--- config.mk ---
export PLATFORM = sky130hd
export DESIGN_NAME = low_battery_shutdown_monitor
export DESIGN_NICKNAME = d
export VERILOG_FILES = /design/src/design/lbsm_pkg.sv /design/src/design/lbsm_tracker.sv /design/src/design/low_battery_shutdown_monitor.sv
export SDC_FILE = /design/constraint.sdc
export NUM_CORES = 1
export LEC_CHECK = 0
export BUFFER_PORTS_ARGS = -buffer_cell sky130_fd_sc_hd__buf_2
export CORE_UTILIZATION = 30
export DETAILED_ROUTE_END_ITERATION = 8
export PLACE_DENSITY = 0.51
export REMOVE_ABC_BUFFERS = 1
export SLEW_MARGIN = 20
export SYNTH_ARGS = -nofsm -noshare
export SYNTH_HDL_FRONTEND = slang
export SYNTH_SLANG_ARGS = --single-unit
--- constraint.sdc ---
create_clock -name clk -period 3.44 [get_ports clk]
set_input_delay 0.688 -clock clk [delete_from_list [all_inputs] [get_ports clk]]
set_output_delay 0.688 -clock clk [all_outputs]
set_load 0.05 [all_outputs]
--- src/design/lbsm_pkg.sv ---
// Shared types and constants for the low battery shutdown monitor.
package lbsm_pkg;

  localparam int unsigned LEVEL_W   = 16;
  localparam int unsigned TICKS_W   = 20;
  localparam int unsigned CFG_IDX_W = 3;
  localparam int unsigned CFG_DATA_W = TICKS_W;

  typedef enum logic [CFG_IDX_W-1:0] {
    REG_EMERGENCY_LEVEL        = 3'd0,
    REG_LOW_LEVEL              = 3'd1,
    REG_LOW_VOLTAGE_TICKS      = 3'd2,
    REG_EARLY_TICKS            = 3'd3,
    REG_BATTERY_SHUTDOWN_TICKS = 3'd4,
    REG_WARNING_TICKS          = 3'd5
  } cfg_idx_t;

  localparam logic [LEVEL_W-1:0] EMERGENCY_LEVEL_RST        = 16'd2487;
  localparam logic [LEVEL_W-1:0] LOW_LEVEL_RST              = 16'd2648;
  localparam logic [TICKS_W-1:0] LOW_VOLTAGE_TICKS_RST      = 20'd9000;
  localparam logic [TICKS_W-1:0] EARLY_TICKS_RST            = 20'd200;
  localparam logic [TICKS_W-1:0] BATTERY_SHUTDOWN_TICKS_RST = 20'd2000;
  localparam logic [TICKS_W-1:0] WARNING_TICKS_RST          = 20'd50000;

  typedef struct packed {
    logic [LEVEL_W-1:0] emergency_level;
    logic [LEVEL_W-1:0] low_level;
    logic [TICKS_W-1:0] low_voltage_ticks;
    logic [TICKS_W-1:0] early_ticks;
    logic [TICKS_W-1:0] battery_shutdown_ticks;
    logic [TICKS_W-1:0] warning_ticks;
  } cfg_t;

  typedef struct packed {
    logic [LEVEL_W-1:0] vmain_sample;
    logic               charger_present;
    logic               robot_unpowered;
    logic               battery_full_clear;
  } in_item_t;

  typedef struct packed {
    logic stop_request;
    logic battery_low;
    logic battery_shutdown;
  } out_item_t;

endpackage

--- src/design/lbsm_tracker.sv ---
// Battery state counters and flags with the per-tick update.
module lbsm_tracker #(
  parameter int unsigned COUNT_BITS = 20
) (
  input  logic              clk,
  input  logic              rst,
  input  lbsm_pkg::cfg_t    cfg,
  input  logic              step,
  input  lbsm_pkg::in_item_t item,
  output lbsm_pkg::out_item_t res
);

  localparam int unsigned CW = (COUNT_BITS > lbsm_pkg::TICKS_W) ?
                               COUNT_BITS : lbsm_pkg::TICKS_W;

  logic [COUNT_BITS-1:0] emergency_count, emergency_count_next;
  logic [COUNT_BITS-1:0] boot_window_count, boot_window_count_next;
  logic [COUNT_BITS-1:0] low_timer, low_timer_next;
  logic [COUNT_BITS-1:0] warning_count, warning_count_next;
  logic                  low_flag, low_flag_next;
  logic                  shutdown_flag, shutdown_flag_next;
  logic                  stop;
  logic                  below_em;
  logic                  below_low;
  logic [COUNT_BITS-1:0] warning_dec;

  assign below_em    = item.vmain_sample < cfg.emergency_level;
  assign below_low   = item.vmain_sample < cfg.low_level;
  assign warning_dec = warning_count - COUNT_BITS'(1);

  always_comb begin
    emergency_count_next   = emergency_count;
    boot_window_count_next = boot_window_count;
    low_timer_next         = low_timer;
    warning_count_next     = warning_count;
    low_flag_next          = low_flag;
    shutdown_flag_next     = shutdown_flag;
    stop                   = 1'b0;
    if (below_em) begin
      if (emergency_count != '0) begin
        emergency_count_next = emergency_count - COUNT_BITS'(1);
        stop = (emergency_count == COUNT_BITS'(1));
      end
    end else begin
      emergency_count_next = COUNT_BITS'(cfg.early_ticks);
      if (item.charger_present) begin
        shutdown_flag_next     = 1'b0;
        boot_window_count_next = COUNT_BITS'(cfg.early_ticks);
        if (CW'(warning_count) < CW'(cfg.warning_ticks)) begin
          warning_count_next = warning_count + COUNT_BITS'(1);
        end else if (CW'(low_timer) < CW'(cfg.low_voltage_ticks)) begin
          low_timer_next = low_timer + COUNT_BITS'(1);
        end else begin
          low_flag_next = 1'b0;
        end
      end else if (CW'(boot_window_count) < CW'(cfg.early_ticks)) begin
        if (below_low) begin
          low_flag_next = 1'b1;
        end
        boot_window_count_next = boot_window_count + COUNT_BITS'(1);
      end else if (low_flag) begin
        if (warning_count == '0) begin
          stop = 1'b1;
        end else begin
          warning_count_next = warning_dec;
          if (CW'(warning_dec) < CW'(cfg.battery_shutdown_ticks)) begin
            shutdown_flag_next = 1'b1;
          end
        end
      end else if (below_low) begin
        if (low_timer != '0) begin
          low_timer_next = low_timer - COUNT_BITS'(1);
        end
        if (low_timer <= COUNT_BITS'(1)) begin
          low_flag_next = 1'b1;
        end
      end else begin
        low_timer_next     = COUNT_BITS'(cfg.low_voltage_ticks);
        warning_count_next = COUNT_BITS'(cfg.warning_ticks);
      end
    end
    if (item.robot_unpowered) begin
      boot_window_count_next = '0;
    end
    if (item.battery_full_clear) begin
      low_flag_next = 1'b0;
    end
  end

  always_ff @(posedge clk) begin
    if (rst) begin
      emergency_count   <= COUNT_BITS'(lbsm_pkg::EARLY_TICKS_RST);
      boot_window_count <= '0;
      low_timer         <= COUNT_BITS'(lbsm_pkg::LOW_VOLTAGE_TICKS_RST);
      warning_count     <= COUNT_BITS'(lbsm_pkg::WARNING_TICKS_RST);
      low_flag          <= 1'b0;
      shutdown_flag     <= 1'b0;
    end else if (step) begin
      emergency_count   <= emergency_count_next;
      boot_window_count <= boot_window_count_next;
      low_timer         <= low_timer_next;
      warning_count     <= warning_count_next;
      low_flag          <= low_flag_next;
      shutdown_flag     <= shutdown_flag_next;
    end
  end

  assign res.stop_request     = stop;
  assign res.battery_low      = low_flag_next;
  assign res.battery_shutdown = shutdown_flag_next;

`ifndef SYNTH
  a_stop_cause: assert property (@(posedge clk) disable iff (rst)
    step && stop && !below_em |-> low_flag && warning_count == '0 && !item.charger_present)
    else $error("stop request without empty warning countdown");

  a_full_clear: assert property (@(posedge clk) disable iff (rst)
    step && item.battery_full_clear |=> !low_flag)
    else $error("low flag survived full-battery clear");

  a_unpowered: assert property (@(posedge clk) disable iff (rst)
    step && item.robot_unpowered |=> boot_window_count == '0)
    else $error("boot window not cleared");

  a_emerg_hold: assert property (@(posedge clk) disable iff (rst)
    step && below_em |=> shutdown_flag == $past(shutdown_flag)
                         && warning_count == $past(warning_count))
    else $error("warning state moved during emergency filtering");
`endif

endmodule

--- src/design/low_battery_shutdown_monitor.sv ---
// Top level of the low battery shutdown monitor: config, input and result registers.
// One transfer in is one tick: a voltage code with the charger and caller flags. Every
// tick gives exactly one result (stop request, low flag, shutdown flag). The block takes
// one tick per clock cycle while the result side does not stall; the input register and
// the result register are the two stages, with the counter update done combinationally
// between them. Configuration registers take effect on the next tick and do not reload
// the running counters; only reset does that.
module low_battery_shutdown_monitor #(
  parameter int unsigned COUNT_BITS = 20
) (
  input  logic                                clk,
  input  logic                                rst,
  input  logic                                cfg_wr_en,
  input  logic [lbsm_pkg::CFG_IDX_W-1:0]      cfg_index,
  input  logic [lbsm_pkg::CFG_DATA_W-1:0]     cfg_wr_data,
  input  logic                                in_valid,
  output logic                                in_stall,
  input  lbsm_pkg::in_item_t                  in_data,
  output logic                                out_valid,
  input  logic                                out_stall,
  output lbsm_pkg::out_item_t                 out_data
);

  lbsm_pkg::cfg_t      cfg;
  lbsm_pkg::in_item_t  in_q;
  lbsm_pkg::out_item_t res;
  logic                in_full;
  logic                advance;
  logic                in_take;

  assign advance  = in_full && (!out_valid || !out_stall);
  assign in_stall = in_full && !advance;
  assign in_take  = in_valid && !in_stall;

  always_ff @(posedge clk) begin
    if (rst) begin
      cfg.emergency_level        <= lbsm_pkg::EMERGENCY_LEVEL_RST;
      cfg.low_level              <= lbsm_pkg::LOW_LEVEL_RST;
      cfg.low_voltage_ticks      <= lbsm_pkg::LOW_VOLTAGE_TICKS_RST;
      cfg.early_ticks            <= lbsm_pkg::EARLY_TICKS_RST;
      cfg.battery_shutdown_ticks <= lbsm_pkg::BATTERY_SHUTDOWN_TICKS_RST;
      cfg.warning_ticks          <= lbsm_pkg::WARNING_TICKS_RST;
    end else if (cfg_wr_en) begin
      unique case (lbsm_pkg::cfg_idx_t'(cfg_index))
        lbsm_pkg::REG_EMERGENCY_LEVEL: begin
          cfg.emergency_level <= cfg_wr_data[lbsm_pkg::LEVEL_W-1:0];
        end
        lbsm_pkg::REG_LOW_LEVEL: begin
          cfg.low_level <= cfg_wr_data[lbsm_pkg::LEVEL_W-1:0];
        end
        lbsm_pkg::REG_LOW_VOLTAGE_TICKS: begin
          cfg.low_voltage_ticks <= cfg_wr_data;
        end
        lbsm_pkg::REG_EARLY_TICKS: begin
          cfg.early_ticks <= cfg_wr_data;
        end
        lbsm_pkg::REG_BATTERY_SHUTDOWN_TICKS: begin
          cfg.battery_shutdown_ticks <= cfg_wr_data;
        end
        lbsm_pkg::REG_WARNING_TICKS: begin
          cfg.warning_ticks <= cfg_wr_data;
        end
        default: begin
        end
      endcase
    end
  end

  always_ff @(posedge clk) begin
    if (rst) begin
      in_full <= 1'b0;
    end else begin
      in_full <= in_take || (in_full && !advance);
    end
  end

  always_ff @(posedge clk) begin
    if (in_take) begin
      in_q <= in_data;
    end
  end

  lbsm_tracker #(
    .COUNT_BITS(COUNT_BITS)
  ) u_tracker (
    .clk  (clk),
    .rst  (rst),
    .cfg  (cfg),
    .step (advance),
    .item (in_q),
    .res  (res)
  );

  always_ff @(posedge clk) begin
    if (rst) begin
      out_valid <= 1'b0;
    end else if (advance) begin
      out_valid <= 1'b1;
    end else if (!out_stall) begin
      out_valid <= 1'b0;
    end
  end

  always_ff @(posedge clk) begin
    if (advance) begin
      out_data <= res;
    end
  end

endmodule

Word-level counts from Yosys, hierarchy flattened
Index checks and enable logic that the tools add are counted.

Bits in read-only memories: 0. Output and inout bits: 5. Latch bits: 0. Bits in writable memories: 0. Memories: 0. Flip-flop bits (word level): 218. Word-level logic and storage cells: 119.

Add/sub/neg operators: 6. Mux-type cells: 43. Div/mod/pow operators: 0. Reductions and logical operators: 24. Bitwise operators: 1. Eq/ne operators: 17. $mul: 0. $lt $le $gt $ge: 7. Shift-type cells: 0.

Operators with widths (number): $mux W20 (19); $lt A20 B20 Y1 (4); $add A20 B1 Y20 const B (3); $sub A20 B1 Y20 const B (3); $reduce_bool A20 Y1 (2); $lt A16 B16 Y1 (2); $mux W1 (24); $eq A20 B1 Y1 const B (1); $le A20 B1 Y1 const B (1); $logic_not A20 Y1 (1); $reduce_and A2 Y1 (7); $ne A2 B2 Y1 const B (5); $reduce_and A7 Y1 (1); $eq A3 B2 Y1 const B (2); $eq A3 B3 Y1 const B (2); $ne A2 B1 Y1 const B (3); $ne A3 B3 Y1 const B (2); $reduce_and A6 Y1 (1); $logic_not A1 Y1 (4); $eq A3 B1 Y1 const B (1); $logic_and A1 B1 Y1 (3); $logic_not A3 Y1 (1); $ne A3 B2 Y1 const B (1); $reduce_and A3 Y1 (1); other kinds (3) (4).

Logic depth before layout (Yosys ltp)
Depth after elaboration: 8. Mapped depth: 15.

Cells and area by module
Synthesis repeated with hierarchy kept, for this count alone.

Cell total of the unflattened synthesis: 1722. Area, all modules: 14269.9 um^2.

Modules (own cells, without submodules): lbsm_tracker (area an instance 9085.0 um^2, sequential area each 1641.6 um^2, instances 1, cells an instance 1275); low_battery_shutdown_monitor (area an instance 5185.0 um^2, sequential area each 2942.8 um^2, instances 1, cells an instance 447).

Worst setup path before layout
No wires, ideal clock.

Kind: flip-flop to flip-flop. From: register u_tracker.warning_count[3]. To: register u_tracker.shutdown_flag. Data required time: 3326 ps. Period minus slack after synthesis: 3090 ps. Slack: 350 ps. Arrival: 2975 ps. Path buffers: 1. Cell stages (with the launch flop): 15. Cell sequence: dfxtp_1 > buf_6 > or4_4 > nor4b_4 > nand2_2 > nor4_2 > xor2_1 > ha_1 > a21oi_1 > nor2b_1 > o21ai_0 > o2111ai_1 > nor4_1 > a21oi_1 > a2111oi_0.

Cells in the longest elaborated chain, start to end: 8.

Ends and longest elaborated chain: start, declared (line lbsm_tracker.sv:19) `logic [COUNT_BITS-1:0] warning_count, warning_count_next;`; start signal, assigned (line lbsm_tracker.sv:95) `warning_count <= COUNT_BITS'(lbsm_pkg::WARNING_TICKS_RST);`; start signal, assigned (line lbsm_tracker.sv:102) `warning_count <= warning_count_next;`; $sub A20 B1 Y20 (line lbsm_tracker.sv:29) `assign warning_dec = warning_count - COUNT_BITS'(1);`; $lt A20 B20 Y1 (line lbsm_tracker.sv:66) `if (CW'(warning_dec) < CW'(cfg.battery_shutdown_ticks)) begin`; $mux W1 (line lbsm_tracker.sv:66); $mux W1 * (line lbsm_tracker.sv:62) `if (warning_count == '0) begin`; $mux W1 * (line lbsm_tracker.sv:61) `end else if (low_flag) begin`; $mux W1 * (line lbsm_tracker.sv:56) `end else if (CW'(boot_window_count) < CW'(cfg.early_ticks)) begin`; $mux W1 * (line lbsm_tracker.sv:46) `if (item.charger_present) begin`; $mux W1 * (line lbsm_tracker.sv:39) `if (below_em) begin`; end signal, assigned (line lbsm_tracker.sv:104) `shutdown_flag <= shutdown_flag_next;`; end, declared (line lbsm_tracker.sv:21) `logic shutdown_flag, shutdown_flag_next;`.

Every way passes the cells marked *; elsewhere a longest branch is shown, timed or not. A chain may end at the register's enable or synchronous reset.

Worst setup path in the final report
From: register in_q[18] (netlist name). To: register u_tracker.low_timer[2].

Cells in the longest elaborated chain, start to end: 5.

Ends and longest elaborated chain: start, declared (line low_battery_shutdown_monitor.sv:25) `lbsm_pkg::in_item_t in_q;`; start signal, assigned (line low_battery_shutdown_monitor.sv:79) `in_q <= in_data;`; $lt A16 B16 Y1 (line lbsm_tracker.sv:28) `assign below_low = item.vmain_sample < cfg.low_level;`; $mux W20 (line lbsm_tracker.sv:70) `end else if (below_low) begin`; $mux W20 (line lbsm_tracker.sv:61); $mux W20 (line lbsm_tracker.sv:56); $mux W20 (line lbsm_tracker.sv:46); end signal, assigned (line lbsm_tracker.sv:94) `low_timer <= COUNT_BITS'(lbsm_pkg::LOW_VOLTAGE_TICKS_RST);`; end signal, assigned (line lbsm_tracker.sv:101) `low_timer <= low_timer_next;`; end, declared (line lbsm_tracker.sv:18) `logic [COUNT_BITS-1:0] low_timer, low_timer_next;`.

Several ways; a longest one is shown, not always the timed one. The select of a mux whose other input is x is not followed.

==> flow_summary.yaml <==
route:
  met1_length_um: 21700
  via_count: 13148
  via_per_inst: 5.42
  number_of_remaining_drc_errors: 0
  aggregate_routed_wire_length_um: 47200
  routed.top_layer: "met4"
  met2_layer_wire_length_in_the_routed_design_um: 21600
  drt-pass1-iter-count: 5
  antenna_violating_nets_post_route: 0
  drt-initial-drc-count: 1071
  met3_length_um: 2530
  drt-wirelength-per-cell_um: 19.4
floorplanning:
  floorplan.initialDensity_pct: 30.6
  chipWidth_um: 215
  io_pins: 52
  floorplan.core_area_mm2: 0.0445
  fp.dieArea_mm2: 0.0463
  die_h_um: 215
  row_count: 77
run_status:
  outcome: "complete, but fails checks"
  failed_checks: "negative setup slack"
timing:
  maximum_operating_frequency_mhz: 289
  final_max_slew_viol_count: 0
  grt_setup_unrepaired: "yes"
  setup_slack_ps: -21.7
  setup_viols_final: 1
  final_period_minus_worst_setup_slack_ps: 3460
  slew-limit-headroom_pct: 28.3
  share_of_the_clock_period_used_by_the_worst_path_pct: 101
  transition_time_of_the_tightest_slew_check_pin_ps: 1070
  totalNegativeSetupSlack_ps: -21.7
  final.setup_skew_ps: 12.5
  finalHoldViolations: 0
yosys:
  average_footprint_of_a_synthesized_cell_um2: 7.67
  ys.flop_type: "sky130_fd_sc_hd__dfxtp_1"
  postSynthRegisterBits: 218
  synthAdderAreaFrac_pct: 10.6
  synthDistinctLibCells: 83
  main_combinational_cell_family_by_area_after_synthesis: "compound AO/OA/AOI/OAI gates"
  ys_top_cells_by_area: "sky130_fd_sc_hd__dfxtp_1, sky130_fd_sc_hd__ha_1, sky130_fd_sc_hd__nand2_1, sky130_fd_sc_hd__a21oi_1, sky130_fd_sc_hd__edfxtp_1"
  yosys.area.top_type: "sky130_fd_sc_hd__dfxtp_1"
  seq_area_frac_synth_pct: 33.6
  synth_top_cells_by_count: "sky130_fd_sc_hd__nand2_1, sky130_fd_sc_hd__dfxtp_1, sky130_fd_sc_hd__a21oi_1"
  postSynth.asyncResetShare_pct: 0
  synth_cells: 1777
  compound_cell_area_share_of_the_yosys_netlist_pct: 24.2
  synth_area_in_xor_xnor_pct: 1.67
  mappedNetlistArea_mm2: 0.0136
  synth_enable_flop_cells: 22
  yosys.area_share.simple_pct: 22.0
  post_synthesis_mux_area_share_pct: 0.532
  synth_most_common_cell: "sky130_fd_sc_hd__nand2_1"
  yosys.area.top_type_share_pct: 28.8
  yosys_warnings: 0
layout:
  area.sequential_mm2: 0.00459
  num_antenna_cells: 0
  fill_cells: 4755
  finish.net_count: 1978
  area_of_the_multi_input_gates_mm2: 0.00820
  area_delta_synth_final_pct: 15.4
  proportion_of_layout_cells_with_a_drive_suffix_above_1_pct: 12.4
pwr:
  total_power_mw: 6.60
  share_comb_of_total_power_pct: 15.3
  p_clk_share_pct: 43.5
  total_leakage_power_nw: 5.90
  p_seq_share_pct: 41.2
  p_int_mw: 4.67
  vdd.ir_drop.worst_mv: 0.312
  power.density_cell_area_mw_per_mm2: 419
  switching_share_pct: 29.2
  total_switching_power_mw: 1.93
global_route:
  grt_first_pass_wirelength_um: 73400
  grt_overflow_total: 0
  gr-usage-all-layers_pct: 20.0
  antenna_violations_before_repair: 0
  first_global_vias: 12693
  grt_start_max_net_pins: 135
worst_setup_path:
  crit_slowest_cell: "sky130_fd_sc_hd__o31ai_2"
  critical_path_cell_by_cell: "ha_1 > nand4_1 > nor3_1 > o21ai_0 > buf_4 > o21ai_1 > nand2_1 > o31ai_2 > a2111oi_0"
  crit_fanout: 10
  setup.worst_path.class: "reg -> reg"
  critical_path.max_stage_delay_ps: 970
  timing.critical_path.to_type: "flop"
  timing.critical_path.buf_inv: 1
  critPathLaunchType: "flop"
  timing.critical_path.max_delay_family: "compound AO/OA/AOI/OAI gates"
  cp.arrival_ps: 3840
  critPathRequiredTime_ps: 3820
cts:
  cts.sink_count: 218
  cts_buffers: 27
  holdBufCountCts: 0
  clkSlewWorstSetupHoldPaths_ps: 60
  clockBufferDepth: 3
  clock_tree.root_cell: "sky130_fd_sc_hd__clkbuf_16"
  clock_insertion_delay_worst_skew_ps: 580
  cts_tree: "yes"
  cts.htree.levels: 1
place:
  placement.io_buffers: 51
  place.gp.congestion: 0.891
  post-dp-hpwl_um: 32400
job:
  max_cap_violations: 0
worst_hold_path:
  timing.hold.worst.class: "in -> reg"
==> repair_timing <==
| action | CTS | global route |
|---|---|---|
| pin swaps | 1 | 17 |
| buffers inserted | 0 | 6 |
| setup endpoints to repair | 2 | 31 |
| cloned | 0 | 2 |
| resized for setup | 0 | 23 |
==> power groups by stage <==
stage | Sequential (mW) | Combinational [mW] | Clock [mW]
floorplan | 2.77 | 0.530 | 0
global placement | 2.77 | 0.970 | 0
detailed placement | 2.77 | 0.976 | 0
CTS | 2.72 | 0.983 | 2.95
global route | 2.73 | 1.11 | 3.04
finish | 2.72 | 1.01 | 2.87
==> through the flow <==
step | cells | hold WS (ps) | util (%) | instance area, um^2 | worst slack (ps)
2_1_floorplan | 1665 | 427 | - | 13200 | -1230
3_3_place_gp | 2371 | 443 | 33.0 | 14700 | 1.76
3_5_place_dp | 2371 | 448 | 33.0 | 14700 | -18.9
4_1_cts | 2420 | 262 | 35.0 | 15600 | 9.84
5_1_grt | 2427 | 271 | 35.4 | 15700 | -180
6_report | 2427 | 289 | 35.4 | 15700 | -21.7
==> final cells by class <==
cell class / instances / share of cell area [%]
multi-input cells: 1308 / 52.1
flip-flops and latches: 218 / 29.1
repair buffers: 119 / 5.14
clock buffers: 40 / 4.86
well taps: 592 / 4.71
inverters: 141 / 3.36
clock inverters: 9 / 0.739
==> layer usage <==
metal / GRT usage (%) / vias up
met5: 0 / -
met4: 6.36 / 0
met3: 2.66 / 82
met2: 32.6 / 369
met1: 27.0 / 6263
li1: - / 6434
==> final timing paths <==
kind / startpoint / to / slack [ps] / cells past startpoint
worst max-delay path: in_q[18] / u_tracker.low_timer[2] / -20 / 9
worst min-delay path: in_data[9] / in_q[9] / 290 / 1
worst max register to register: in_q[18] / u_tracker.low_timer[2] / -20 / 9
worst min register to register: cfg[87] / cfg[87] / 450 / 2
==> state kept, by name, summed over array words and instances (netlist names) <==
register / count
cfg: 112
in_full: 1
in_q: 19
out_data: 3
out_valid: 1
u_tracker.boot_window_count: 20
u_tracker.emergency_count: 20
u_tracker.low_flag: 1
u_tracker.low_timer: 20
u_tracker.shutdown_flag: 1
u_tracker.warning_count: 20
==> cells in the final DEF (no fill, tap or decap), types with 10 or more instances in the layout <==
| cell | netlist | layout |
|---|---|---|
| sky130_fd_sc_hd__a31oi_1 | 22 | 22 |
| sky130_fd_sc_hd__o211ai_1 | 45 | 45 |
| sky130_fd_sc_hd__nand4_1 | 23 | 23 |
| sky130_fd_sc_hd__dfxtp_1 | 196 | 195 |
| sky130_fd_sc_hd__clkbuf_16 | 0 | 27 |
| sky130_fd_sc_hd__nor2_1 | 101 | 100 |
| sky130_fd_sc_hd__inv_1 | 141 | 139 |
| sky130_fd_sc_hd__nor4_1 | 14 | 13 |
| sky130_fd_sc_hd__a211o_1 | 10 | 10 |
| sky130_fd_sc_hd__nor3_1 | 48 | 47 |
| sky130_fd_sc_hd__nand2_1 | 311 | 309 |
| sky130_fd_sc_hd__and3_1 | 16 | 16 |
| sky130_fd_sc_hd__a211oi_1 | 20 | 20 |
| sky130_fd_sc_hd__o22ai_1 | 23 | 23 |
| sky130_fd_sc_hd__buf_4 | 2 | 65 |
| sky130_fd_sc_hd__o21ai_0 | 91 | 89 |
| sky130_fd_sc_hd__or3_1 | 10 | 10 |
| sky130_fd_sc_hd__a21oi_1 | 181 | 177 |
| sky130_fd_sc_hd__buf_2 | 8 | 50 |
| sky130_fd_sc_hd__ha_1 | 116 | 116 |
| sky130_fd_sc_hd__xnor2_1 | 16 | 14 |
| sky130_fd_sc_hd__a21o_1 | 11 | 11 |
| sky130_fd_sc_hd__nand3_1 | 52 | 52 |
| sky130_fd_sc_hd__xor2_1 | 10 | 10 |
| sky130_fd_sc_hd__edfxtp_1 | 22 | 22 |
==> kinds of logic (layout without fill, tap and decap cells) <==
kind of cell               Yosys count  in the layout
DFF                                218            218
adders and majority gates          116            116
and+or+nand+nor                    643            643
muxes                                7              7
xor gates and xnor gates            26             26
AOI/OAI and AO/OA                  514            516
buffers and inverters              253            309
No activity file was read; power rests on OpenSTA's default activity.
